===== src/rtl/csa_pkg.sv =====
// Shared types and constants of the cross spectrum accumulator.
`default_nettype none
package csa_pkg;

    localparam int DEF_MAX_X_POINTS = 256;
    localparam int DEF_MAX_Y_POINTS = 256;
    localparam int DEF_LEVELS       = 64;
    localparam int DEF_ACC_BITS     = 48;

    localparam int GRID_W     = 13;
    localparam int CFG_W      = 9;
    localparam int PROD_W     = 33;
    localparam int OUT_W      = 48;
    localparam int CMD_DEPTH  = 4;
    localparam int RES_DEPTH  = 2;

    localparam logic [CFG_W-1:0] GRID_RESET = 9'd256;

    localparam logic [0:0] REG_GRID_X = 1'b0;
    localparam logic [0:0] REG_GRID_Y = 1'b1;

    localparam logic [1:0] OP_ACCUM  = 2'd0;
    localparam logic [1:0] OP_READ_X = 2'd1;
    localparam logic [1:0] OP_READ_Y = 2'd2;

    typedef struct packed {
        logic [1:0]         operation;
        logic [7:0]         x_wave_index;
        logic [7:0]         y_wave_index;
        logic [5:0]         z_level;
        logic signed [15:0] u_real;
        logic signed [15:0] u_imag;
        logic signed [15:0] v_real;
        logic signed [15:0] v_imag;
    } t_in_word;

    typedef struct packed {
        logic signed [OUT_W-1:0] bin_real;
        logic signed [OUT_W-1:0] bin_imag;
    } t_out_word;

    typedef struct packed {
        logic do_x;
        logic do_y;
        logic do_f;
        logic rd_x;
        logic rd_y;
        logic rd_zero;
    } t_cmd_flags;

endpackage
`default_nettype wire


===== src/rtl/csa_front.sv =====
// Front end: takes words, forms the cross products and classifies bin updates.
`default_nettype none
module csa_front #(
    parameter int MAX_X_POINTS = csa_pkg::DEF_MAX_X_POINTS,
    parameter int MAX_Y_POINTS = csa_pkg::DEF_MAX_Y_POINTS,
    parameter int LEVELS       = csa_pkg::DEF_LEVELS,
    parameter int AXW          = 13,
    parameter int AYW          = 13,
    parameter int CMD_W        = 100
) (
    input  wire logic                        i_clk,
    input  wire logic                        i_rst_n,
    input  wire logic                        i_push,
    input  wire csa_pkg::t_in_word           i_in_word,
    output logic                             o_full,
    input  wire logic                        i_hold,
    input  wire logic                        i_cfg_we,
    input  wire logic [0:0]                  i_cfg_index,
    input  wire logic [csa_pkg::CFG_W-1:0]   i_cfg_data,
    output logic                             o_q_push,
    input  wire logic                        i_q_full,
    output logic [CMD_W-1:0]                 o_q_data
);
    localparam int GW = csa_pkg::GRID_W;
    localparam int PW = csa_pkg::PROD_W;

    logic [csa_pkg::CFG_W-1:0] r_grid_x, r_grid_y;
    logic                      r_s1_valid;
    logic [1:0]                r_op;
    logic [7:0]                r_ix, r_iy;
    logic [5:0]                r_k;
    logic signed [31:0]        r_p_rr, r_p_ii, r_p_ir, r_p_ri;

    logic                      w_adv, w_accept;
    logic [GW-1:0]             w_nx, w_ny, w_hx, w_hy, w_ix, w_iy, w_niy;
    logic                      w_k_ok, w_pt_ok;
    logic signed [PW-1:0]      w_re, w_im;
    logic [AXW-1:0]            w_x_addr;
    logic [AYW-1:0]            w_y_addr, w_f_addr;
    csa_pkg::t_cmd_flags       w_flags;

    assign w_adv    = !r_s1_valid || !i_q_full;
    assign o_full   = (r_s1_valid && i_q_full) || i_hold;
    assign w_accept = i_push && !o_full;
    assign o_q_push = r_s1_valid && !i_q_full;

    always_ff @(posedge i_clk) begin
        if (!i_rst_n) begin
            r_s1_valid <= 1'b0;
            r_grid_x   <= csa_pkg::GRID_RESET;
            r_grid_y   <= csa_pkg::GRID_RESET;
        end else begin
            if (w_adv) begin
                r_s1_valid <= w_accept;
            end
            if (i_cfg_we) begin
                unique case (i_cfg_index)
                    csa_pkg::REG_GRID_X: r_grid_x <= i_cfg_data;
                    csa_pkg::REG_GRID_Y: r_grid_y <= i_cfg_data;
                endcase
            end
        end
    end

    always_ff @(posedge i_clk) begin
        if (w_adv && w_accept) begin
            r_op   <= i_in_word.operation;
            r_ix   <= i_in_word.x_wave_index;
            r_iy   <= i_in_word.y_wave_index;
            r_k    <= i_in_word.z_level;
            r_p_rr <= i_in_word.u_real * i_in_word.v_real;
            r_p_ii <= i_in_word.u_imag * i_in_word.v_imag;
            r_p_ir <= i_in_word.u_imag * i_in_word.v_real;
            r_p_ri <= i_in_word.u_real * i_in_word.v_imag;
        end
    end

    always_comb begin
        if (r_grid_x == '0) begin
            w_nx = GW'(1);
        end else if (GW'(r_grid_x) > GW'(MAX_X_POINTS)) begin
            w_nx = GW'(MAX_X_POINTS);
        end else begin
            w_nx = GW'(r_grid_x);
        end
        if (r_grid_y == '0) begin
            w_ny = GW'(1);
        end else if (GW'(r_grid_y) > GW'(MAX_Y_POINTS)) begin
            w_ny = GW'(MAX_Y_POINTS);
        end else begin
            w_ny = GW'(r_grid_y);
        end
    end

    assign w_hx    = w_nx >> 1;
    assign w_hy    = w_ny >> 1;
    assign w_ix    = GW'(r_ix);
    assign w_iy    = GW'(r_iy);
    assign w_niy   = (r_iy == '0) ? '0 : w_ny - w_iy;
    assign w_k_ok  = 32'(r_k) < LEVELS;
    assign w_pt_ok = (w_ix <= w_hx) && (w_iy < w_ny) && w_k_ok;

    assign w_re = PW'(r_p_rr) + PW'(r_p_ii);
    assign w_im = PW'(r_p_ir) - PW'(r_p_ri);

    assign w_x_addr = AXW'(32'(r_ix) * LEVELS + 32'(r_k));
    assign w_y_addr = AYW'(32'(r_iy) * LEVELS + 32'(r_k));
    assign w_f_addr = AYW'(32'(w_niy) * LEVELS + 32'(r_k));

    always_comb begin
        w_flags = '0;
        unique case (r_op)
            csa_pkg::OP_ACCUM: begin
                if (w_pt_ok) begin
                    w_flags.do_x = !(r_ix == '0 && r_iy == '0);
                    w_flags.do_y = (w_iy <= w_hy) && ((r_ix != '0) || (r_iy != '0));
                    w_flags.do_f = (r_ix != '0) && !((w_ix == w_hx) && !w_nx[0])
                                   && (w_niy <= w_hy);
                end
            end
            csa_pkg::OP_READ_X: begin
                if ((32'(r_ix) <= MAX_X_POINTS / 2) && w_k_ok) begin
                    w_flags.rd_x = 1'b1;
                end else begin
                    w_flags.rd_zero = 1'b1;
                end
            end
            csa_pkg::OP_READ_Y: begin
                if ((32'(r_iy) <= MAX_Y_POINTS / 2) && w_k_ok) begin
                    w_flags.rd_y = 1'b1;
                end else begin
                    w_flags.rd_zero = 1'b1;
                end
            end
            default: begin
                w_flags = '0;
            end
        endcase
    end

    assign o_q_data = {w_flags, w_x_addr, w_y_addr, w_f_addr, w_re, w_im};

endmodule
`default_nettype wire


===== config.mk =====
export PLATFORM = sky130hd
export DESIGN_NAME = csa_front
export DESIGN_NICKNAME = d
export VERILOG_FILES = /design/src/rtl/csa_pkg.sv /design/src/rtl/csa_front.sv
export SDC_FILE = /design/constraint.sdc
export NUM_CORES = 2
export LEC_CHECK = 0
export BUFFER_PORTS_ARGS = -buffer_cell sky130_fd_sc_hd__buf_2
export CAP_MARGIN = 20
export CORE_MARGIN = 1
export CORE_UTILIZATION = 65
export CTS_BUF_LIST = sky130_fd_sc_hd__clkbuf_4
export CTS_CLUSTER_DIAMETER = 80
export DETAILED_ROUTE_END_ITERATION = 10
export PLACE_DENSITY = 0.83
export SYNTH_ARGS = -nofsm -noshare
export SYNTH_HDL_FRONTEND = slang
export SYNTH_SLANG_ARGS = --single-unit

===== constraint.sdc =====
create_clock -name i_clk -period 16.1 [get_ports i_clk]
set_input_delay 0 -clock i_clk [delete_from_list [all_inputs] [get_ports i_clk]]
set_output_delay 0 -clock i_clk [all_outputs]
set_load 0.01 [all_outputs]

* After elaboration in Yosys (flattened, before gate mapping)
Cells that the tools add are included.
** Operators by class
- Add/sub/neg operators :: 6
- Multiply operators :: 4
- Div/mod/pow operators :: 0
- Order comparisons :: 1
- Eq/ne operators :: 0
- Shifts and indexed selects :: 0
- Muxes and demuxes :: 3
- Bitwise logic cells :: 0
- Reductions and logical operators :: 12
** Operator list (count)
- 16-bit by 16-bit multiplier with 32-bit output :: 4
- 32-bit by 32-bit adder with 33-bit output :: 1
- 32-bit by 32-bit subtractor with 33-bit output :: 1
- 13-bit by 6-bit adder with 13-bit output :: 2
- 7-bit two-way mux :: 3
- 9-bit > comparator (second input constant) :: 1
- 9-bit zero test :: 1
- 8-bit by 6-bit adder with 8-bit output :: 1
- 8-bit zero test :: 1
- 7-bit subtractor :: 1
- 1-bit logical AND :: 4
- 1-bit zero test :: 3
- 1-bit logical OR :: 2
- 2-bit AND reduction :: 1
** Word-level totals
- Register bits after elaboration :: 154
- Latch bits :: 0
- RAM bits :: 0
- Memory bits (read-only) :: 0
- Output and inout bits :: 102
- Logic and storage cells :: 35
- Memories kept :: 0

* Logic depth before layout (Yosys ltp)
- Word-level depth :: 6
- Mapped depth :: 25

* Worst setup path after synthesis
Ideal clock, no wire load.
- Path kind :: input -> register
- Start point :: input port i_in_word[47] (netlist bit)
- End point :: register r_p_ii[28], data pin
- Library setup time :: 0.137 ns
- Arrival time :: 5.775 ns
- Data required time :: 15.963 ns
- Path slack :: 10.187 ns
- Stages on the path :: 22
- Buffers on the path :: 1
- Cell sequence :: clkbuf_1 > nand2_1 > inv_1 > fa_1 > fa_1 > fa_1 > fa_1 > fa_1 > inv_1 > fa_1 > inv_1 > ha_1 > a21o_1 > a21o_1 > a21o_1 > a21o_1 > a21o_1 > a21oi_1 > nor2_1 > a311oi_2 > or4b_1 > nand4_1
** On the way
- Word-level cells in the longest chain between the ends :: 1
** RTL lines
- start, declared :: RTL line csa_front.sv:14 : input wire csa_pkg::t_in_word i_in_word,
- 16-bit by 16-bit multiplier with 32-bit output :: RTL line csa_front.sv:72 : r_p_ii <= i_in_word.u_imag * i_in_word.v_imag;
- end signal, assigned :: RTL line csa_front.sv:72
- end, declared :: RTL line csa_front.sv:32 : logic signed [31:0] r_p_rr, r_p_ii, r_p_ir, r_p_ri;
Every way passes these cells.
A chain may end at the register's enable or synchronous reset.

* Final worst setup path
- Start point :: input port i_in_word[48] (netlist bit)
- End point :: register r_p_ri[30], data pin
** On the way
- Word-level cells in the longest chain between the ends :: 1
** RTL lines
- 16-bit by 16-bit multiplier with 32-bit output :: RTL line csa_front.sv:74 : r_p_ri <= i_in_word.u_real * i_in_word.v_imag;
- end signal, assigned :: RTL line csa_front.sv:74
- end, declared :: RTL line csa_front.sv:32
Every way passes these cells.

==> results.json <==
{
  "area_growth_from_synthesis_to_final_layout_pct": 5.26,
  "tritoncts": "built",
  "die_x_um": 273,
  "area_occupied_by_multi_input_gates_um2": 37600,
  "fin_ws_ns": 9.72,
  "cts-resized-gates": 0,
  "drt_iter0_markers": 2369,
  "critical-path-top-cell-by-count": "sky130_fd_sc_hd__fa_1",
  "portbufs": 197,
  "wl_per_cell_um": 18.2,
  "clock.fmax_ghz": 0.157,
  "period_share": 0.396,
  "finalWirelength_mm": 112,
  "antenna_violations_before_repair": 11,
  "critical-path-slowest-cell": "sky130_fd_sc_hd__buf_2",
  "global_route_wire_length_before_repair_mm": 188,
  "synth_top_area_frac": 0.441,
  "starting_density_of_the_core": 0.662,
  "slew_violations": 0,
  "globalRouteOverflowTotal": 0,
  "post_route_cells_drive_above_1_share": 0.0500,
  "synth_top_area_cell": "sky130_fd_sc_hd__fa_1",
  "post-dp-hpwl_mm": 84.3,
  "synth_cells": 5073,
  "worstPathBufferInverterCount": 5,
  "drc": 0,
  "setup_repair_after_global_routing_missed_its_margin": "no",
  "via_cell_ratio": 5.66,
  "first_global_vias": 37700,
  "std_cell_rows": 98,
  "nNetsFinal": 6716,
  "grt_start_max_net_pins": 76,
  "synth_cell_area_um2": 47700,
  "boundaryPins": 206,
  "clkTransAtPathRegs_ns": 0.20,
  "setup_viol": 0,
  "max-clock-path-buffers": 2,
  "drt_pre_antenna_iters": 7,
  "cts_hold_repair_buffers": 81,
  "post-synth-top-count-cell": "sky130_fd_sc_hd__inv_1",
  "synth.yosys.seq_area_share": 0.0949,
  "clock-skew-final_ns": 0.0538,
  "timing_worst_slew_pin_value_ns": 1.07,
  "criticalPathCategory": "in2reg",
  "vias": 34700,
  "clock_sinks": 154,
  "hp-class": "in2reg",
  "totalNegativeSetupSlack_ns": 0,
  "clock_tree.root_cell": "sky130_fd_sc_hd__clkbuf_4",
  "synth.lib_cells_used.distinct": 68,
  "pre_cts_slack_ns": 9.21,
  "critical-path-max-stage-delay_ns": 0.64,
  "final.min_clock_period_ns": 6.38,
  "groute.usage.overall": 0.321,
  "clock_tree.htree_level_count": 4,
  "synth_commonest_cells": "sky130_fd_sc_hd__inv_1, sky130_fd_sc_hd__fa_1, sky130_fd_sc_hd__nand2_1",
  "max-slew-margin-rel": 0.289,
  "cp_cell_sequence": "dlygate4sd3_1, buf_2, nand2b_1, fa_1, fa_1, inv_1, fa_1, fa_1, fa_1, inv_1, fa_1, inv_1, ha_1, a21o_1, a21o_1, a21oi_1, o21ai_0, a221o_1, a21o_1, a2111oi_4, o21bai_1, a21oi_1, xnor2_1",
  "cts_made_buffers": 17,
  "fin_worst_hold_slack_ns": 0.195,
  "synth-async-reset-ratio": 0,
  "finalHoldViolCount": 0,
  "post-place-cells": 6013,
  "synthesis.yosys.warnings": 0,
  "routabilityCongestion": 0.915,
  "design.die.area_um2": 74400,
  "arrival_ns": 6.95,
  "syn_nets": 6626,
  "critical_path.endpoint_type": "flop",
  "overall_die_height_um": 273,
  "final_cell_count_no_fill": 6131,
  "synth_enable_flop_cells": 144,
  "ant_nets": 0,
  "synth_top_cells_by_area": "sky130_fd_sc_hd__fa_1, sky130_fd_sc_hd__ha_1, sky130_fd_sc_hd__inv_1",
  "run_status": "finished, final reports clean",
  "dominantRegCellSynth": "sky130_fd_sc_hd__edfxtp_1",
  "clkLatencyLatePin_ns": 0.80,
  "final.fill_count": 5339,
  "cts_post_setup_buffers_inserted": 0,
  "layout.area.seq_um2": 4520,
  "crit_path_required_time_ns": 16.68,
  "postSynthRegisterBits": 154,
  "post_synthesis_average_cell_area_um2": 9.39,
  "max_cap_viol_count": 0,
  "critPathTopFamily": "adder cells",
  "setup.worst_path.start_class": "input pin",
  "core_region_area_um2": 72000,
  "critical_path.max_fanout": 32
}
## registers in the layout, summed over array words and instances (netlist names)
register,count
r_p_ir,32
r_s1_valid,1
r_ix,2
r_p_ii,32
r_p_rr,32
r_grid_y,9
r_k,6
r_p_ri,32
r_iy,8
## final timing paths
| check | startpoint | to | slack [ns] | cells after the start |
|---|---|---|---|---|
| max | i_in_word[48] | r_p_ri[30] | 9.72 | 23 |
| min | i_in_word[17] | r_p_ir[1] | 0.20 | 3 |
| max reg2reg | r_s1_valid | r_p_ii[22] | 13.20 | 4 |
| min reg2reg | r_grid_y[6] | r_grid_y[6] | 1.04 | 3 |
## routing by layer
layer  global-route usage  up-vias  wire length, um  share of wire
met2                0.529     1445            53900           0.48
met5                    0        -               76        0.00068
met1                0.422    17600            43500           0.39
met3               0.0531      259             8880          0.080
li1                     -    15300                -              -
met4                0.138       12             5240          0.047
## cells in the final DEF, fill, tap and decap left out, drive strengths merged, types with 5 or more instances in the layout
cell	count
a2111oi	5
a211oi	11
a21boi	13
a21o	86
a21oi	128
a221o	6
a31o	5
a31oi	11
and2	501
and3	16
buf	208
clkbuf	17
clkinv	6
dfxtp	10
diode	5
dlygate4sd3	81
edfxtp	144
fa	1051
ha	398
inv	1247
nand2	544
nand2b	38
nand3	23
nand4	12
nor2	132
nor2b	31
nor3	22
nor3b	5
nor4	7
o211ai	5
o21a	35
o21ai	69
o21bai	20
o22ai	5
o31ai	6
or2	7
or3	11
or4	6
xnor2	158
xor2	45
## per-stage QoR
step           utilization  cell area [um^2]
2_1_floorplan            -             47700
3_3_place_gp         0.681             49000
3_5_place_dp         0.681             49000
4_1_cts              0.697             50200
5_1_grt              0.697             50200
6_report             0.697             50200
## worst reg2reg max path: stages (launching register included)
cell and delay [ns]:
sky130_fd_sc_hd__dfxtp_1 0.38, sky130_fd_sc_hd__a21oi_1 0.20, sky130_fd_sc_hd__and2_4 0.19, sky130_fd_sc_hd__buf_4 0.79, sky130_fd_sc_hd__buf_4 0.87
## area by class of cell
| type | count | share of cell area |
|---|---|---|
| Multi-Input combinational cell | 3463 | 0.750 |
| Timing Repair Buffer | 289 | 0.0375 |
| Clock buffer | 17 | 0.00254 |
| Sequential cell | 154 | 0.0902 |
| Inverter | 1238 | 0.0926 |
| Tap cell | 950 | 0.0237 |
| Antenna cell | 5 | 0.000249 |
| Clock inverter | 15 | 0.00372 |
## logic make-up after synthesis
logic type / count (synthesis) / synth area share
buffers and inverters: 1456 / 0.116
adders and majority gates: 1449 / 0.546
and+or+nand+nor: 1365 / 0.143
AOI/OAI and AO/OA: 444 / 0.0619
xor gates and xnor gates: 203 / 0.0373
DFF: 154 / 0.0949
muxes: 2 / 0.000420
Power is left out: the tool's default activity adds up to more than one toggle a clock period on the data nets, which glitch-free logic cannot reach.
