==> src/rtl/csa_queue.sv <==
// Small synchronous FIFO used between the front, the back and the result port.
`default_nettype none
module csa_queue #(
    parameter int W     = 8,
    parameter int DEPTH = 4
) (
    input  wire logic         i_clk,
    input  wire logic         i_rst_n,
    input  wire logic         i_push,
    input  wire logic [W-1:0] i_data,
    input  wire logic         i_pop,
    output logic              o_empty,
    output logic              o_full,
    output logic [W-1:0]      o_data
);
    localparam int PW = (DEPTH > 1) ? $clog2(DEPTH) : 1;

    logic [W-1:0]  r_mem [DEPTH];
    logic [PW-1:0] r_wp, r_rp;
    logic [PW:0]   r_cnt;
    logic          w_push, w_pop;

    assign o_empty = (r_cnt == '0);
    assign o_full  = (r_cnt == (PW+1)'(DEPTH));
    assign o_data  = r_mem[r_rp];
    assign w_push  = i_push && !o_full;
    assign w_pop   = i_pop && !o_empty;

    always_ff @(posedge i_clk) begin
        if (!i_rst_n) begin
            r_wp  <= '0;
            r_rp  <= '0;
            r_cnt <= '0;
        end else begin
            if (w_push) begin
                r_wp <= (r_wp == PW'(DEPTH-1)) ? '0 : r_wp + 1'b1;
            end
            if (w_pop) begin
                r_rp <= (r_rp == PW'(DEPTH-1)) ? '0 : r_rp + 1'b1;
            end
            r_cnt <= r_cnt + (PW+1)'(w_push) - (PW+1)'(w_pop);
        end
    end

    always_ff @(posedge i_clk) begin
        if (w_push) begin
            r_mem[r_wp] <= i_data;
        end
    end

endmodule
`default_nettype wire

==> config.mk <==
export PLATFORM = sky130hd
export DESIGN_NAME = csa_queue
export DESIGN_NICKNAME = d
export VERILOG_FILES = /design/src/rtl/csa_queue.sv
export SDC_FILE = /design/constraint.sdc
export NUM_CORES = 1
export LEC_CHECK = 0
export BUFFER_PORTS_ARGS = -buffer_cell sky130_fd_sc_hd__clkbuf_2
export CELL_PAD_IN_SITES_DETAIL_PLACEMENT = 2
export CELL_PAD_IN_SITES_GLOBAL_PLACEMENT = 2
export CORE_MARGIN = 2
export CORE_UTILIZATION = 40
export DETAILED_ROUTE_END_ITERATION = 6
export GPL_TIMING_DRIVEN = 0
export PLACE_DENSITY_LB_ADDON = 0.15
export SETUP_SLACK_MARGIN = 0.3
export SYNTH_ARGS = -nofsm -noshare
export SYNTH_HDL_FRONTEND = slang
export SYNTH_SLANG_ARGS = --single-unit
==> constraint.sdc <==
create_clock -name i_clk -period 3.05 [get_ports i_clk]
set_clock_uncertainty 0.2 [all_clocks]
set_input_delay 0.1525 -clock i_clk [delete_from_list [all_inputs] [get_ports i_clk]]
set_output_delay 0.1525 -clock i_clk [all_outputs]
set_load 0.05 [all_outputs]
Word-level counts from Yosys, hierarchy flattened
Memory sizes are Yosys's and may differ from the RTL's. A register that Yosys moved wholly into a read port is not among the register bits.
Cells that the tools add are included.
{"block": "totals", "ramBits": 32, "reg_bits": 7, "memories": 1, "word_cells": 22, "out_inout_bits": 10, "input_bits": 12}
{"name": "r_mem", "depth": 4, "width": 8, "read_ports": 1, "rd_ports_with_merged_regs": 1, "wr": 1, "line_no": "18", "text": "logic [W-1:0] r_mem [DEPTH];"}
{"block": "classes", "n_eq_ne": 3, "addsub": 4, "mux": 6, "n_reduce_logical": 5}
{"op": "$mux 2", "count": 4}
{"op": "$add 2x1->2 const B", "count": 2}
{"op": "$eq 2x2->1 const B", "count": 2}
{"op": "$add 3x1->3", "count": 1}
{"op": "$eq 3x3->1 const B", "count": 1}
{"op": "$logic_not 3->1", "count": 1}
{"op": "$sub 3x1->3", "count": 1}
{"op": "$logic_and 1x1->1", "count": 2}
{"op": "$logic_not 1->1", "count": 2}
{"op": "$mux 1", "count": 2}

Longest topological paths before layout
Gate-level depths: netlist (run 1).
{"block": "logic_depth", "depth_word": 5, "depth_mapped": 11, "ltp_nobuf": 10}

Worst setup path before layout (run 1)
OpenSTA, ideal clock, no wires.
{"block": "synth_path", "path_kind": "register to register", "startpoint": "register r_cnt[2]", "endpoint": "register r_cnt[2]", "setup_ns": 0.115, "period_less_slack_ns": 2.601, "required_ns": 2.735, "setup_slack_ns": 0.449, "path_buffers": 1, "t_arrival_ns": 2.286, "path_stages_with_launch": 12, "cell_sequence": "dfxtp_1 > nor3b_4 > nor2b_2 > buf_6 > inv_1 > ha_1 > inv_1 > ha_1 > fa_1 > xnor2_1 > xnor2_1 > and2_1"}
{"block": "synth_between", "elab_chain_len": 5, "elab_cells_between_ends": 8, "classes_between": "2 x add/sub; 1 x eq/ne; 5 x reduce/logical"}
{"element": "start: declaration", "line_no": "20", "text": "logic [PW:0] r_cnt;"}
{"element": "start signal: assignment", "line_no": "41", "text": "r_cnt <= r_cnt + (PW+1)'(w_push) - (PW+1)'(w_pop);"}
{"element": "$eq 3x3->1", "line_no": "24", "text": "assign o_full = (r_cnt == (PW+1)'(DEPTH));"}
{"element": "via o_full", "line_no": "13", "text": "output logic o_full,"}
{"element": "$logic_not 1->1", "line_no": "26", "text": "assign w_push = i_push && !o_full;"}
{"element": "$logic_and 1x1->1", "line_no": "26"}
{"element": "$add 3x1->3", "line_no": "41"}
{"element": "$sub 3x1->3", "line_no": "41"}
The timed path passes the listed nets, and every way through them passes these cells.
A chain may end at the register's enable or synchronous reset.

Worst setup path in the final report (run 1)
{"block": "layout_path", "startpoint": "register r_cnt[1]", "endpoint": "register r_cnt[2]"}
{"block": "layout_between", "elab_chain_len": 5, "elab_cells_between_ends": 8, "classes_between": "2 x add/sub; 1 x eq/ne; 5 x reduce/logical"}
{"element": "$eq 3x3->1", "line_no": "24"}
{"element": "$logic_not 1->1", "line_no": "26"}
{"element": "$logic_and 1x1->1", "line_no": "26"}
{"element": "$add 3x1->3", "line_no": "41"}
{"element": "$sub 3x1->3 *", "line_no": "41"}
Every way passes the cells marked *; elsewhere a longest branch is shown, timed or not.

==> results of run 1 <==
-- per-stage QoR --
step                      utilization [%]  hold WS [ns]  instance area, sq um
after global placement              45.67        0.1676                  1827
after global routing                50.14       0.04945                  2006
after CTS                           49.92       0.05754                  1997
after floorplan                         -       0.05137                  1659
final                               50.14       0.02889                  2006
after detailed placement            45.67        0.1828                  1827
-- worst max path at each step --
stage	endpoint	slack, ns	cells after the start
final	r_cnt[2]$_SDFF_PN0_	0.59	9
after detailed placement	r_cnt[2]$_SDFF_PN0_	0.51	9
after floorplan	r_cnt[2]$_SDFF_PN0_	0.45	11
after CTS	r_cnt[2]$_SDFF_PN0_	0.47	9
after global placement	r_cnt[2]$_SDFF_PN0_	0.60	9
after global routing	r_cnt[2]$_SDFF_PN0_	0.37	9
-- per-layer routing --
metal / wire [microns] / up-vias
met4: 38 / 0
li1: - / 422
met2: 1735 / 13
met3: 88 / 5
met5: 0 / -
met1: 1290 / 432
-- state kept, by name, summed over array words and instances (netlist names), named ones only --
name,flops
r_rp,2
r_cnt,3
r_wp,2
r_mem,32
-- where the power goes --
| group | leakage (nW) | switching, mW | internal, mW |
|---|---|---|---|
| clock network | 0.0399 | 0.172 | 0.159 |
| registers | 0.367 | 0.0528 | 0.686 |
| logic | 0.339 | 0.385 | 0.208 |
-- cell usage after synthesis (all sizes together) --
library cell | count | area [sq um]
xnor2 | 2 | 17.52
nor2 | 2 | 7.510
nor2b | 1 | 8.760
and2 | 7 | 47.54
o21ai | 2 | 10.01
fa | 1 | 20.02
nand3 | 2 | 10.01
o31ai | 1 | 12.51
mux2i | 2 | 20.02
nor3 | 1 | 5.000
inv | 7 | 26.28
ha | 7 | 87.58
dfxtp | 9 | 180.2
nand2 | 6 | 22.52
edfxtp | 32 | 960.9
clkbuf | 2 | 7.510
nor3b | 1 | 18.77
mux4 | 8 | 180.2
buf | 2 | 16.26
-- worst min-delay path, stage by stage --
cell                       delay, ns
sky130_fd_sc_hd__clkbuf_2       0.10
sky130_fd_sc_hd__o31ai_4        0.08
sky130_fd_sc_hd__o21ai_0        0.11
-- timing repair --
| item | in CTS | in global routing |
|---|---|---|
| gates resized for setup | 0 | 1 |
| endpoints found under the hold margin | 34 | 0 |
| hold buffers | 9 | 0 |
| setup endpoints to repair | 0 | 1 |
-- final cells by class --
| class | instances | area [sq um] |
|---|---|---|
| Fill cell | 375 | 1994 |
| Sequential cell | 41 | 1141 |
| Multi-Input combinational cell | 43 | 476.7 |
| Timing Repair Buffer | 30 | 195.2 |
| Clock buffer | 7 | 76.32 |
| Tap cell | 50 | 62.56 |
| Inverter | 7 | 26.28 |
| Buffer | 4 | 23.77 |
| Clock inverter | 1 | 3.754 |
-- placed cells by master, fill, tap and decap left out, types with 2 or more instances in the layout --
cell,instances
sky130_fd_sc_hd__xnor2_1,2
sky130_fd_sc_hd__dfxtp_1,9
sky130_fd_sc_hd__clkbuf_8,5
sky130_fd_sc_hd__clkbuf_2,21
sky130_fd_sc_hd__nand2_1,6
sky130_fd_sc_hd__o21ai_0,2
sky130_fd_sc_hd__ha_1,7
sky130_fd_sc_hd__and2_2,3
sky130_fd_sc_hd__clkbuf_1,4
sky130_fd_sc_hd__nor2_1,2
sky130_fd_sc_hd__edfxtp_1,32
sky130_fd_sc_hd__inv_1,7
sky130_fd_sc_hd__mux4_2,8
sky130_fd_sc_hd__dlygate4sd3_1,9
sky130_fd_sc_hd__nand3_1,2
sky130_fd_sc_hd__mux2i_1,2
sky130_fd_sc_hd__and2_1,4
-- cells by family after synthesis --
| family | after synthesis |
|---|---|
| buffers and inverters | 11 |
| flip-flops | 41 |
| AO/OA/AOI/OAI | 3 |
| XOR/XNOR | 2 |
| adder cells (fa/ha/maj) | 8 |
| AND/OR/NAND/NOR | 20 |
| multiplexers | 10 |
==> run_summary.xml, run 1 <==
<?xml version="1.0" encoding="UTF-8"?>
<metrics>
  <group name="critical_path">
    <metric name="worst-path-buf-inv" unit="">2</metric>
    <metric name="timing.rr.start" unit="">r_cnt[1]$_SDFF_PN0_</metric>
    <metric name="critical-path-max-stage-delay" unit="ns">0.39</metric>
    <metric name="crit_arrival" unit="ns">2.44</metric>
    <metric name="critical_path_required" unit="ns">3.03</metric>
    <metric name="r2r.worst_path.cells" unit="">9</metric>
    <metric name="critPathCaptureType" unit="">flop</metric>
    <metric name="worst_path_max_delay_cell" unit="">sky130_fd_sc_hd__dfxtp_1</metric>
    <metric name="setup_slack_of_the_most_critical_reg_to_reg_path" unit="ns">0.59</metric>
    <metric name="crit_start_category" unit="">flop</metric>
    <metric name="timing.critical_path.cells" unit="">o31ai_4 &gt; inv_1 &gt; ha_1 &gt; inv_1 &gt; ha_1 &gt; fa_1 &gt; xnor2_1 &gt; xnor2_1 &gt; and2_1</metric>
    <metric name="path_class" unit="">flop to flop</metric>
    <metric name="r2r-end" unit="">r_cnt[2]$_SDFF_PN0_</metric>
    <metric name="crit_start" unit="">r_cnt[1]$_SDFF_PN0_</metric>
    <metric name="maximum_net_fanout_on_the_critical_path" unit="">5</metric>
    <metric name="critPathTopFamily" unit="">adder cells</metric>
  </group>
  <group name="floorplan">
    <metric name="core.rowCount" unit="">23</metric>
    <metric name="fp.dieW" unit="microns">68.40</metric>
    <metric name="io-pin-count" unit="">22</metric>
    <metric name="floorplan.core_area" unit="sq um">4000</metric>
    <metric name="initial_core_util" unit="%">41.48</metric>
    <metric name="die_area" unit="sq um">4679</metric>
    <metric name="die_height" unit="microns">68.40</metric>
  </group>
  <group name="timing">
    <metric name="relSlewSlack" unit="%">65.61</metric>
    <metric name="hold_viol" unit="">0</metric>
    <metric name="final-setup-viol-count" unit="">0</metric>
    <metric name="max_clock_freq" unit="MHz">406.1</metric>
    <metric name="timing.setup.tns" unit="ns">0</metric>
    <metric name="worst_pin_slew" unit="ns">0.5158</metric>
    <metric name="layout_worst_path_cycle_share" unit="%">80.75</metric>
    <metric name="rsz0062_at_grt" unit="">false</metric>
    <metric name="final_period_minus_worst_setup_slack" unit="ns">2.463</metric>
    <metric name="worst_setup_slack_final" unit="ns">0.5873</metric>
    <metric name="maxSlewViolCount" unit="">0</metric>
  </group>
  <group name="synth">
    <metric name="netlist_cell_types" unit="">21</metric>
    <metric name="synth-compound-area-share" unit="%">1.357</metric>
    <metric name="seq_area_frac_synth" unit="%">68.78</metric>
    <metric name="combined_area_of_all_synthesized_cells" unit="sq um">1659</metric>
    <metric name="synth_fa_ha_area_share" unit="%">6.486</metric>
    <metric name="main_combinational_cell_family_by_area_after_synthesis" unit="">multiplexers</metric>
    <metric name="ys_ff_latch" unit="">41</metric>
    <metric name="post_synth_inst_count" unit="">95</metric>
    <metric name="post_synthesis_xor_xnor_area_fraction" unit="%">1.056</metric>
    <metric name="postSynthAreaPerCell" unit="sq um">17.46</metric>
    <metric name="yosys_warnings" unit="">0</metric>
    <metric name="syn_nets" unit="">115</metric>
    <metric name="synth-simple-area-share" unit="%">7.240</metric>
    <metric name="synth.mux.area_fraction" unit="%">12.07</metric>
  </group>
  <group name="placed_design">
    <metric name="dpl.cell_count" unit="">166</metric>
    <metric name="detailedPlacementHpwl" unit="microns">2225</metric>
    <metric name="gpl.final_weighted_congestion" unit="">0.6407</metric>
    <metric name="preCtsSetupSlack" unit="ns">0.5124</metric>
    <metric name="io_buffers" unit="">21</metric>
  </group>
  <group name="outcome">
    <metric name="status" unit="">finished clean</metric>
  </group>
  <group name="drt">
    <metric name="routed_via_count" unit="">872</metric>
    <metric name="drc_errors" unit="">0</metric>
    <metric name="ant_nets" unit="">0</metric>
    <metric name="totalWireLength" unit="microns">3152</metric>
    <metric name="route.detailed.vias_per_inst" unit="">4.765</metric>
    <metric name="detail_route.first_pass.iterations" unit="">3</metric>
    <metric name="average_detailed_routed_wire_length_per_instance" unit="microns">17.22</metric>
    <metric name="dr.first_iter.drc_count" unit="">74</metric>
  </group>
  <group name="pwr">
    <metric name="vdd.ir_drop.worst" unit="mV">0.3878</metric>
    <metric name="p_leak" unit="nW">0.7465</metric>
    <metric name="power_per_cell_area" unit="nW/um^2">829.4</metric>
    <metric name="p_total" unit="mW">1.663</metric>
  </group>
  <group name="global_route">
    <metric name="grt_start_max_net_pins" unit="">13</metric>
    <metric name="vias_in_the_first_global_route" unit="">1024</metric>
    <metric name="groute.layer.met1.usage" unit="%">18.54</metric>
    <metric name="grt_busiest_layer" unit="">met2</metric>
    <metric name="grt_antenna_before_repair" unit="">0</metric>
    <metric name="grt_overflow" unit="">0</metric>
    <metric name="globalRouteMet3Util" unit="%">4.441</metric>
    <metric name="grt_pass1_wl" unit="microns">5181</metric>
    <metric name="track_usage" unit="%">16.60</metric>
    <metric name="grtUsageMet2" unit="%">30.05</metric>
  </group>
  <group name="final_layout">
    <metric name="synthToLayoutAreaGrowth" unit="%">20.89</metric>
    <metric name="post_route_cells_drive_above_1_share" unit="%">31.58</metric>
    <metric name="post_route_insts_no_fill" unit="">183</metric>
    <metric name="antenna-diode-count" unit="">0</metric>
    <metric name="num-nets-final" unit="">152</metric>
  </group>
  <group name="clock_tree">
    <metric name="cts_htree_levels" unit="">2</metric>
    <metric name="path_clk_slew" unit="ns">0.07</metric>
    <metric name="insertion_delay_to_the_later_sink_of_the_worst_skew_pair" unit="ns">0.29</metric>
    <metric name="cts_setup_buffers" unit="">0</metric>
    <metric name="clock-sinks" unit="">41</metric>
    <metric name="cts_tree" unit="">yes</metric>
    <metric name="cts_root_buf" unit="">sky130_fd_sc_hd__clkbuf_8</metric>
    <metric name="cts_buffer_depth" unit="">2</metric>
    <metric name="cts-buffers-inserted" unit="">5</metric>
  </group>
  <group name="worst_hold_path">
    <metric name="hold_path.class" unit="">primary input to flop</metric>
    <metric name="holdPathStages" unit="">3</metric>
    <metric name="hold_start" unit="">i_pop</metric>
    <metric name="hold_end" unit="">r_rp[1]$_SDFFE_PN0N_</metric>
  </group>
  <group name="flow_run">
    <metric name="max_cap_violations" unit="">0</metric>
  </group>
</metrics>
No activity file was read; power rests on OpenSTA's default activity.
==> run 2: changes to the inputs <==
Settings changed: ABC_AREA from default to 1, CORE_UTILIZATION 40 to 37.
Clock period 3.05 ns to 2.55 ns, I/O delays scaled along.
==> run 2 against run 1 <==
Hold slack improved by 0.0032 ns; sequential cell count unchanged; via count increased by 32%; largest cell class unchanged.
==> run_summary.xml, run 2 <==
<?xml version="1.0" encoding="UTF-8"?>
<metrics>
  <group name="timing">
    <metric name="maxSlewViolCount" unit="">0</metric>
    <metric name="worst_setup_slack_final" unit="ns">0.4320</metric>
    <metric name="layout_worst_path_cycle_share" unit="%">83.06</metric>
    <metric name="worst_pin_slew" unit="ns">0.8578</metric>
    <metric name="rsz0062_at_grt" unit="">false</metric>
    <metric name="hold_viol" unit="">0</metric>
    <metric name="timing.hold.ws" unit="ns">0.03205</metric>
    <metric name="relSlewSlack" unit="%">42.60</metric>
    <metric name="final_period_minus_worst_setup_slack" unit="ns">2.118</metric>
    <metric name="timing.setup.tns" unit="ns">0</metric>
    <metric name="final-setup-viol-count" unit="">0</metric>
    <metric name="max_clock_freq" unit="MHz">472.2</metric>
  </group>
  <group name="drt">
    <metric name="detail_route.first_pass.iterations" unit="">4</metric>
    <metric name="average_detailed_routed_wire_length_per_instance" unit="microns">16.76</metric>
    <metric name="route.detailed.vias_per_inst" unit="">4.936</metric>
    <metric name="ant_nets" unit="">0</metric>
    <metric name="dr.first_iter.drc_count" unit="">76</metric>
    <metric name="routed_via_count" unit="">1150</metric>
    <metric name="totalWireLength" unit="microns">3906</metric>
    <metric name="drc_errors" unit="">0</metric>
  </group>
  <group name="final_layout">
    <metric name="layout_common_cells" unit="">32 x sky130_fd_sc_hd__edfxtp_1, 28 x sky130_fd_sc_hd__nor2_1, 21 x sky130_fd_sc_hd__clkbuf_2</metric>
    <metric name="post_route_cells_drive_above_1_share" unit="%">22.65</metric>
    <metric name="top_register" unit="">r_mem</metric>
    <metric name="synthToLayoutAreaGrowth" unit="%">23.35</metric>
    <metric name="stdcell_area" unit="sq um">2076</metric>
    <metric name="largest_reg_flops" unit="">32</metric>
    <metric name="largest_registers" unit="">r_mem (32), r_cnt (3)</metric>
    <metric name="area_of_the_multi_input_gates" unit="sq um">462.9</metric>
    <metric name="antenna-diode-count" unit="">0</metric>
    <metric name="most_common_cell_after_layout_fill_and_taps_aside" unit="">sky130_fd_sc_hd__edfxtp_1</metric>
    <metric name="seqCellArea" unit="sq um">1141</metric>
    <metric name="final.fill_count" unit="">449</metric>
    <metric name="num-nets-final" unit="">200</metric>
  </group>
  <group name="pwr">
    <metric name="vdd.ir_drop.worst" unit="mV">0.7655</metric>
    <metric name="p_total" unit="mW">2.403</metric>
    <metric name="power_per_cell_area" unit="nW/um^2">1157</metric>
    <metric name="p_leak" unit="nW">0.8378</metric>
  </group>
  <group name="worst_hold_path">
    <metric name="hold_path.class" unit="">primary input to flop</metric>
    <metric name="hold_start" unit="">i_push</metric>
  </group>
  <group name="global_route">
    <metric name="grtUsageMet2" unit="%">30.56</metric>
    <metric name="grt_start_max_net_pins" unit="">13</metric>
    <metric name="track_usage" unit="%">17.29</metric>
    <metric name="grt_overflow" unit="">0</metric>
    <metric name="vias_in_the_first_global_route" unit="">1306</metric>
    <metric name="globalRouteMet3Util" unit="%">3.938</metric>
    <metric name="grt_pass1_wl" unit="microns">6492</metric>
    <metric name="groute.layer.met1.usage" unit="%">19.47</metric>
    <metric name="grt_antenna_before_repair" unit="">0</metric>
    <metric name="grt_busiest_layer" unit="">met2</metric>
  </group>
  <group name="clock_tree">
    <metric name="cts_htree_levels" unit="">2</metric>
    <metric name="path_clk_slew" unit="ns">0.07</metric>
    <metric name="cts_setup_buffers" unit="">0</metric>
    <metric name="cts_root_buf" unit="">sky130_fd_sc_hd__clkbuf_8</metric>
    <metric name="insertion_delay_to_the_later_sink_of_the_worst_skew_pair" unit="ns">0.29</metric>
    <metric name="cts_tree" unit="">yes</metric>
    <metric name="clock-sinks" unit="">41</metric>
    <metric name="cts-buffers-inserted" unit="">5</metric>
    <metric name="cts_buffer_depth" unit="">2</metric>
  </group>
  <group name="synth">
    <metric name="async_flop_share" unit="%">0</metric>
    <metric name="yosys-top-cells-area" unit="">sky130_fd_sc_hd__edfxtp_1 57%, sky130_fd_sc_hd__dfxtp_1 11%, sky130_fd_sc_hd__nor2_1 6.5%</metric>
    <metric name="yosysTopAreaCellShare" unit="%">57.10</metric>
    <metric name="postSynthAreaPerCell" unit="sq um">11.85</metric>
    <metric name="dominantRegCellSynth" unit="">sky130_fd_sc_hd__edfxtp_1</metric>
    <metric name="synthTopCellsByCount" unit="">32 x sky130_fd_sc_hd__edfxtp_1, 29 x sky130_fd_sc_hd__nor2_1, 16 x sky130_fd_sc_hd__inv_1</metric>
    <metric name="yosys_warnings" unit="">0</metric>
    <metric name="post-synth-top-count-cell" unit="">sky130_fd_sc_hd__edfxtp_1</metric>
    <metric name="combined_area_of_all_synthesized_cells" unit="sq um">1683</metric>
    <metric name="post_synth_inst_count" unit="">142</metric>
    <metric name="netlist_cell_types" unit="">20</metric>
    <metric name="yosys.area.top_type" unit="">sky130_fd_sc_hd__edfxtp_1</metric>
    <metric name="ys_ff_latch" unit="">41</metric>
    <metric name="seq_area_frac_synth" unit="%">67.81</metric>
    <metric name="syn_nets" unit="">162</metric>
    <metric name="number_of_enable_type_register_cells_in_the_synthesized_netlist" unit="">32</metric>
  </group>
  <group name="floorplan">
    <metric name="die_height" unit="microns">71.44</metric>
    <metric name="die_area" unit="sq um">5104</metric>
    <metric name="fp.dieW" unit="microns">71.44</metric>
    <metric name="initial_core_util" unit="%">38.65</metric>
    <metric name="core.rowCount" unit="">24</metric>
    <metric name="io-pin-count" unit="">22</metric>
    <metric name="floorplan.core_area" unit="sq um">4354</metric>
  </group>
  <group name="placed_design">
    <metric name="placement.cell_area" unit="sq um">1857</metric>
    <metric name="preCtsSetupSlack" unit="ns">0.3684</metric>
    <metric name="io_buffers" unit="">21</metric>
    <metric name="gpl.final_weighted_congestion" unit="">0.6910</metric>
    <metric name="detailedPlacementHpwl" unit="microns">2748</metric>
  </group>
  <group name="critical_path">
    <metric name="path_class" unit="">flop to flop</metric>
    <metric name="critPathCaptureType" unit="">flop</metric>
    <metric name="crit_arrival" unit="ns">2.11</metric>
    <metric name="crit_start" unit="">r_cnt[1]$_SDFF_PN0_</metric>
    <metric name="maximum_net_fanout_on_the_critical_path" unit="">5</metric>
    <metric name="crit_start_category" unit="">flop</metric>
    <metric name="timing.rr.start" unit="">r_cnt[1]$_SDFF_PN0_</metric>
    <metric name="critical_path_required" unit="ns">2.54</metric>
  </group>
  <group name="flow_run">
    <metric name="max_cap_violations" unit="">0</metric>
  </group>
  <group name="outcome">
    <metric name="status" unit="">finished clean</metric>
  </group>
</metrics>
run 2: cell count changes in the layout (fill, tap and decap cells not counted), sizes merged, moves of 2 or more:
cell,delta
o21ai,+14
and2,-7
mux2i,-2
inv,+9
nor2,+29
a21oi,+2
nand2,+7
o22ai,+8
mux4,-8
run 2: layout make-up:
type                            instances  share of cell area (%)
Sequential cell                        41                   54.97
Multi-Input combinational cell         82                   22.30
Timing Repair Buffer                   31                   9.885
Clock buffer                            8                   5.365
Inverter                               17                   3.255
Tap cell                               52                   3.134
Buffer                                  2                   1.085
run 2: worst paths after layout:
kind         cells past startpoint                    to  slack (ns)
max                             10   r_cnt[1]$_SDFF_PN0_        0.43
max reg2reg                     10   r_cnt[1]$_SDFF_PN0_        0.43
min reg2reg                      2  r_rp[1]$_SDFFE_PN0N_        0.34
min                              4  r_wp[0]$_SDFFE_PN0P_        0.03
run 2: logic make-up after synthesis:
logic type      Yosys count  synth area share (%)
compound gates           26                 8.774
xor+xnor                  1                0.5205
fa+ha+maj                 8                 6.394
buf+inv                  19                 5.130
flops                    41                 67.81
simple gates             47                 11.38
run 2: per-stage QoR:
| step | utilization (%) | std cells |
|---|---|---|
| final | 47.67 | 233 |
| after global routing | 47.67 | 233 |
| after floorplan | - | 142 |
| after detailed placement | 42.64 | 215 |
| after global placement | 42.64 | 215 |
| after CTS | 47.50 | 233 |
run 2: worst max-delay path: stages, from the launching register on:
cell and delay [ns]:
sky130_fd_sc_hd__dfxtp_1 0.40, sky130_fd_sc_hd__nor2_2 0.08, sky130_fd_sc_hd__nand2_2 0.14, sky130_fd_sc_hd__clkinvlp_4 0.11, sky130_fd_sc_hd__nor2_1 0.11, sky130_fd_sc_hd__ha_1 0.24
sky130_fd_sc_hd__inv_1 0.06, sky130_fd_sc_hd__ha_1 0.15, sky130_fd_sc_hd__fa_2 0.43, sky130_fd_sc_hd__nand2_1 0.07, sky130_fd_sc_hd__inv_1 0.03
run 2: metal layers:
layer	wire length, microns	vias up	part of all wire, %
met5	0	-	0
met4	116	0	3.0
met3	112	10	2.9
met2	2093	20	54
met1	1584	564	41
li1	-	556	-
run 2: what timing repair did:
item,4_1_cts,5_1_grt
hold endpoints to repair,41,0
endpoints found under the setup margin,0,2
hold buffers,10,0
gates resized for setup,0,3
run 2: power breakdown:
part / total [mW] / switching [mW] / internal [mW]
Combinational: 0.990 / 0.721 / 0.269
Clock: 0.495 / 0.215 / 0.280
Sequential: 0.918 / 0.0812 / 0.837
Total: 2.40 / 1.02 / 1.39
==> run 3: changes to the inputs <==
Settings changed: CORE_UTILIZATION 37 to 34.
Clock period 2.55 ns to 1.9 ns, I/O delays scaled along.
==> run 3 against run 2 <==
The flow now finishes with violations (negative setup slack); final area increased by 19%; hold slack gained 0.13 ns; global-route usage rose by 1.2 points; cell count increased by 13%; sequential share of layout area fell by 8.1 points; clock power is 44% higher.
==> run_summary.xml, run 3 (synthesis gave the netlist of run 2 again) <==
<?xml version="1.0" encoding="UTF-8"?>
<metrics>
  <group name="worst_hold_path">
    <metric name="hold_end" unit="">r_wp[1]$_SDFFE_PN0P_</metric>
    <metric name="holdPathStages" unit="">6</metric>
    <metric name="hold_path.class" unit="">primary input to flop</metric>
    <metric name="hold_start" unit="">i_push</metric>
  </group>
  <group name="pwr">
    <metric name="p_leak" unit="nW">0.9735</metric>
    <metric name="p_switching" unit="mW">1.634</metric>
    <metric name="clock_power_share" unit="%">18.0</metric>
    <metric name="power.internal" unit="mW">2.316</metric>
    <metric name="power_per_cell_area" unit="nW/um^2">1603</metric>
    <metric name="vdd.ir_drop.worst" unit="mV">1.052</metric>
    <metric name="power.sequential.fraction" unit="%">31.9</metric>
    <metric name="combinationalPowerShare" unit="%">50.1</metric>
    <metric name="p_total" unit="mW">3.950</metric>
    <metric name="sw_frac_of_total" unit="%">41.37</metric>
  </group>
  <group name="critical_path">
    <metric name="timing.rr.start" unit="">r_cnt[0]$_SDFF_PN0_</metric>
    <metric name="r2r-end" unit="">r_cnt[1]$_SDFF_PN0_</metric>
    <metric name="crit_arrival" unit="ns">2.06</metric>
    <metric name="setup_slack_of_the_most_critical_reg_to_reg_path" unit="ns">-0.11</metric>
    <metric name="crit_start_category" unit="">flop</metric>
    <metric name="critPathCaptureType" unit="">flop</metric>
    <metric name="r2r.worst_path.cells" unit="">10</metric>
    <metric name="critical_path_required" unit="ns">1.95</metric>
    <metric name="maximum_net_fanout_on_the_critical_path" unit="">2</metric>
    <metric name="path_class" unit="">flop to flop</metric>
  </group>
  <group name="final_layout">
    <metric name="largest_registers" unit="">r_mem (32), r_cnt (3)</metric>
    <metric name="synthToLayoutAreaGrowth" unit="%">46.47</metric>
    <metric name="final.fill_count" unit="">472</metric>
    <metric name="antenna-diode-count" unit="">0</metric>
    <metric name="most_common_cell_after_layout_fill_and_taps_aside" unit="">sky130_fd_sc_hd__edfxtp_1</metric>
    <metric name="top_register" unit="">r_mem</metric>
    <metric name="post_route_cells_drive_above_1_share" unit="%">40.82</metric>
    <metric name="largest_reg_flops" unit="">32</metric>
    <metric name="post-route-util" unit="%">51.84</metric>
    <metric name="layout_common_cells" unit="">32 x sky130_fd_sc_hd__edfxtp_1, 23 x sky130_fd_sc_hd__nor2_1, 12 x sky130_fd_sc_hd__inv_1</metric>
    <metric name="num-nets-final" unit="">215</metric>
  </group>
  <group name="outcome">
    <metric name="status" unit="">complete, but fails checks</metric>
    <metric name="violated_checks" unit="">negative setup slack</metric>
  </group>
  <group name="clock_tree">
    <metric name="path_clk_slew" unit="ns">0.08</metric>
    <metric name="cts_tree" unit="">yes</metric>
    <metric name="clock-sinks" unit="">41</metric>
    <metric name="cts_htree_levels" unit="">2</metric>
    <metric name="cts-buffers-inserted" unit="">5</metric>
    <metric name="cts_root_buf" unit="">sky130_fd_sc_hd__clkbuf_8</metric>
    <metric name="insertion_delay_to_the_later_sink_of_the_worst_skew_pair" unit="ns">0.31</metric>
    <metric name="cts_buffer_depth" unit="">2</metric>
  </group>
  <group name="flow_run">
    <metric name="max_cap_violations" unit="">0</metric>
  </group>
  <group name="timing">
    <metric name="layout_worst_path_cycle_share" unit="%">105.6</metric>
    <metric name="final_period_minus_worst_setup_slack" unit="ns">2.007</metric>
    <metric name="relSlewSlack" unit="%">79.79</metric>
    <metric name="worst_setup_slack_final" unit="ns">-0.1073</metric>
    <metric name="max_clock_freq" unit="MHz">498.2</metric>
    <metric name="hold_viol" unit="">0</metric>
    <metric name="rsz0062_at_grt" unit="">true</metric>
    <metric name="timing.setup.tns" unit="ns">-0.1363</metric>
    <metric name="worst_pin_slew" unit="ns">0.3000</metric>
    <metric name="final-setup-viol-count" unit="">2</metric>
    <metric name="maxSlewViolCount" unit="">0</metric>
  </group>
  <group name="global_route">
    <metric name="grt_antenna_before_repair" unit="">0</metric>
    <metric name="grt_start_max_net_pins" unit="">14</metric>
    <metric name="vias_in_the_first_global_route" unit="">1420</metric>
    <metric name="grt_pass1_wl" unit="microns">7217</metric>
    <metric name="track_usage" unit="%">18.53</metric>
    <metric name="grt_overflow" unit="">0</metric>
  </group>
  <group name="placed_design">
    <metric name="io_buffers" unit="">21</metric>
    <metric name="detailedPlacementHpwl" unit="microns">2787</metric>
    <metric name="gpl.final_weighted_congestion" unit="">0.7418</metric>
  </group>
  <group name="floorplan">
    <metric name="core.rowCount" unit="">25</metric>
    <metric name="die_area" unit="sq um">5529</metric>
    <metric name="initial_core_util" unit="%">35.39</metric>
    <metric name="floorplan.core_area" unit="sq um">4755</metric>
    <metric name="io-pin-count" unit="">22</metric>
    <metric name="die_height" unit="microns">74.36</metric>
    <metric name="fp.dieW" unit="microns">74.36</metric>
  </group>
  <group name="drt">
    <metric name="detail_route.first_pass.iterations" unit="">4</metric>
    <metric name="average_detailed_routed_wire_length_per_instance" unit="microns">18.54</metric>
    <metric name="ant_nets" unit="">0</metric>
    <metric name="routed_via_count" unit="">1246</metric>
    <metric name="drc_errors" unit="">0</metric>
    <metric name="totalWireLength" unit="microns">4876</metric>
    <metric name="route.detailed.vias_per_inst" unit="">4.738</metric>
    <metric name="dr.first_iter.drc_count" unit="">56</metric>
  </group>
</metrics>
[run 3: cell count changes in the layout (fill, tap and decap cells not counted), sizes merged]
cell | before | now
clkinv | 0 | 1
bufinv | 0 | 1
clkinvlp | 1 | 2
buf | 2 | 19
clkbuf | 29 | 24
[run 3: critical path, cell delays in order (launching register included)]
cell	delay (ns)
sky130_fd_sc_hd__dfxtp_4	0.36
sky130_fd_sc_hd__nor2_4	0.12
sky130_fd_sc_hd__nand2_2	0.08
sky130_fd_sc_hd__clkinvlp_4	0.08
sky130_fd_sc_hd__nor2_2	0.05
sky130_fd_sc_hd__ha_4	0.25
sky130_fd_sc_hd__inv_2	0.04
sky130_fd_sc_hd__ha_4	0.15
sky130_fd_sc_hd__fa_2	0.51
sky130_fd_sc_hd__nand2_1	0.06
sky130_fd_sc_hd__inv_1	0.06
[run 3: how the worst max path moves through the flow]
stage / startpoint / to / slack (ns) / cells past startpoint
floorplan: r_cnt[1]$_SDFF_PN0_ / r_cnt[1]$_SDFF_PN0_ / -0.23 / 10
global route: r_cnt[0]$_SDFF_PN0_ / r_cnt[1]$_SDFF_PN0_ / -0.18 / 10
CTS: r_cnt[0]$_SDFF_PN0_ / r_cnt[1]$_SDFF_PN0_ / -0.11 / 10
detailed placement: r_cnt[1]$_SDFF_PN0_ / r_cnt[2]$_SDFF_PN0_ / -0.21 / 10
finish: r_cnt[0]$_SDFF_PN0_ / r_cnt[1]$_SDFF_PN0_ / -0.11 / 10
global placement: r_cnt[1]$_SDFF_PN0_ / r_cnt[2]$_SDFF_PN0_ / -0.13 / 10
[run 3: final cells by class]
cell class	count	area [sq um]	area share [%]
flip-flops and latches	41	1155	46.85
multi-input cells	82	588.1	23.86
repair buffers	46	431.7	17.51
well taps	67	83.83	3.401
inverters	17	70.07	2.843
clock buffers	5	68.82	2.792
clock inverters	3	41.29	1.675
plain buffers	2	26.28	1.066
[run 3: power groups by stage]
stage | Clock (mW) | Sequential (mW) | Combinational (mW)
after floorplan | 0 | 1.21 | 1.08
after global placement | 0 | 1.25 | 1.33
after detailed placement | 0 | 1.26 | 1.40
after CTS | 0.717 | 1.27 | 1.76
after global routing | 0.764 | 1.28 | 2.12
final | 0.711 | 1.26 | 1.98
[run 3: through the flow]
stage          hold WS, ns  instances  area, sq um  setup slack, ns
6_report            0.1639        263         2465          -0.1073
5_1_grt             0.2009        263         2465          -0.1823
4_1_cts             0.1494        255         2323          -0.1065
3_5_place_dp        0.1236        230         1933          -0.2106
3_3_place_gp        0.1111        230         1933          -0.1271
2_1_floorplan     -0.01158        142         1744          -0.2331
[run 3: per-layer routing]
| layer | global-route usage [%] | vias to the layer above | part of all wire [%] |
|---|---|---|---|
| met5 | 0 | - | 0 |
| met1 | 19.91 | 627 | 41 |
| met2 | 35.22 | 17 | 55 |
| met3 | 5.691 | 7 | 2.3 |
| met4 | 4.762 | 0 | 1.6 |
| li1 | - | 595 | - |
[run 3: what timing repair did]
| item | CTS | global route |
|---|---|---|
| hold endpoints to repair | 41 | 0 |
| resized for setup | 41 | 10 |
| buffers inserted | 7 | 8 |
| pin swaps | 7 | 5 |
| hold buffers | 10 | 0 |
| endpoints found under the setup margin | 43 | 45 |
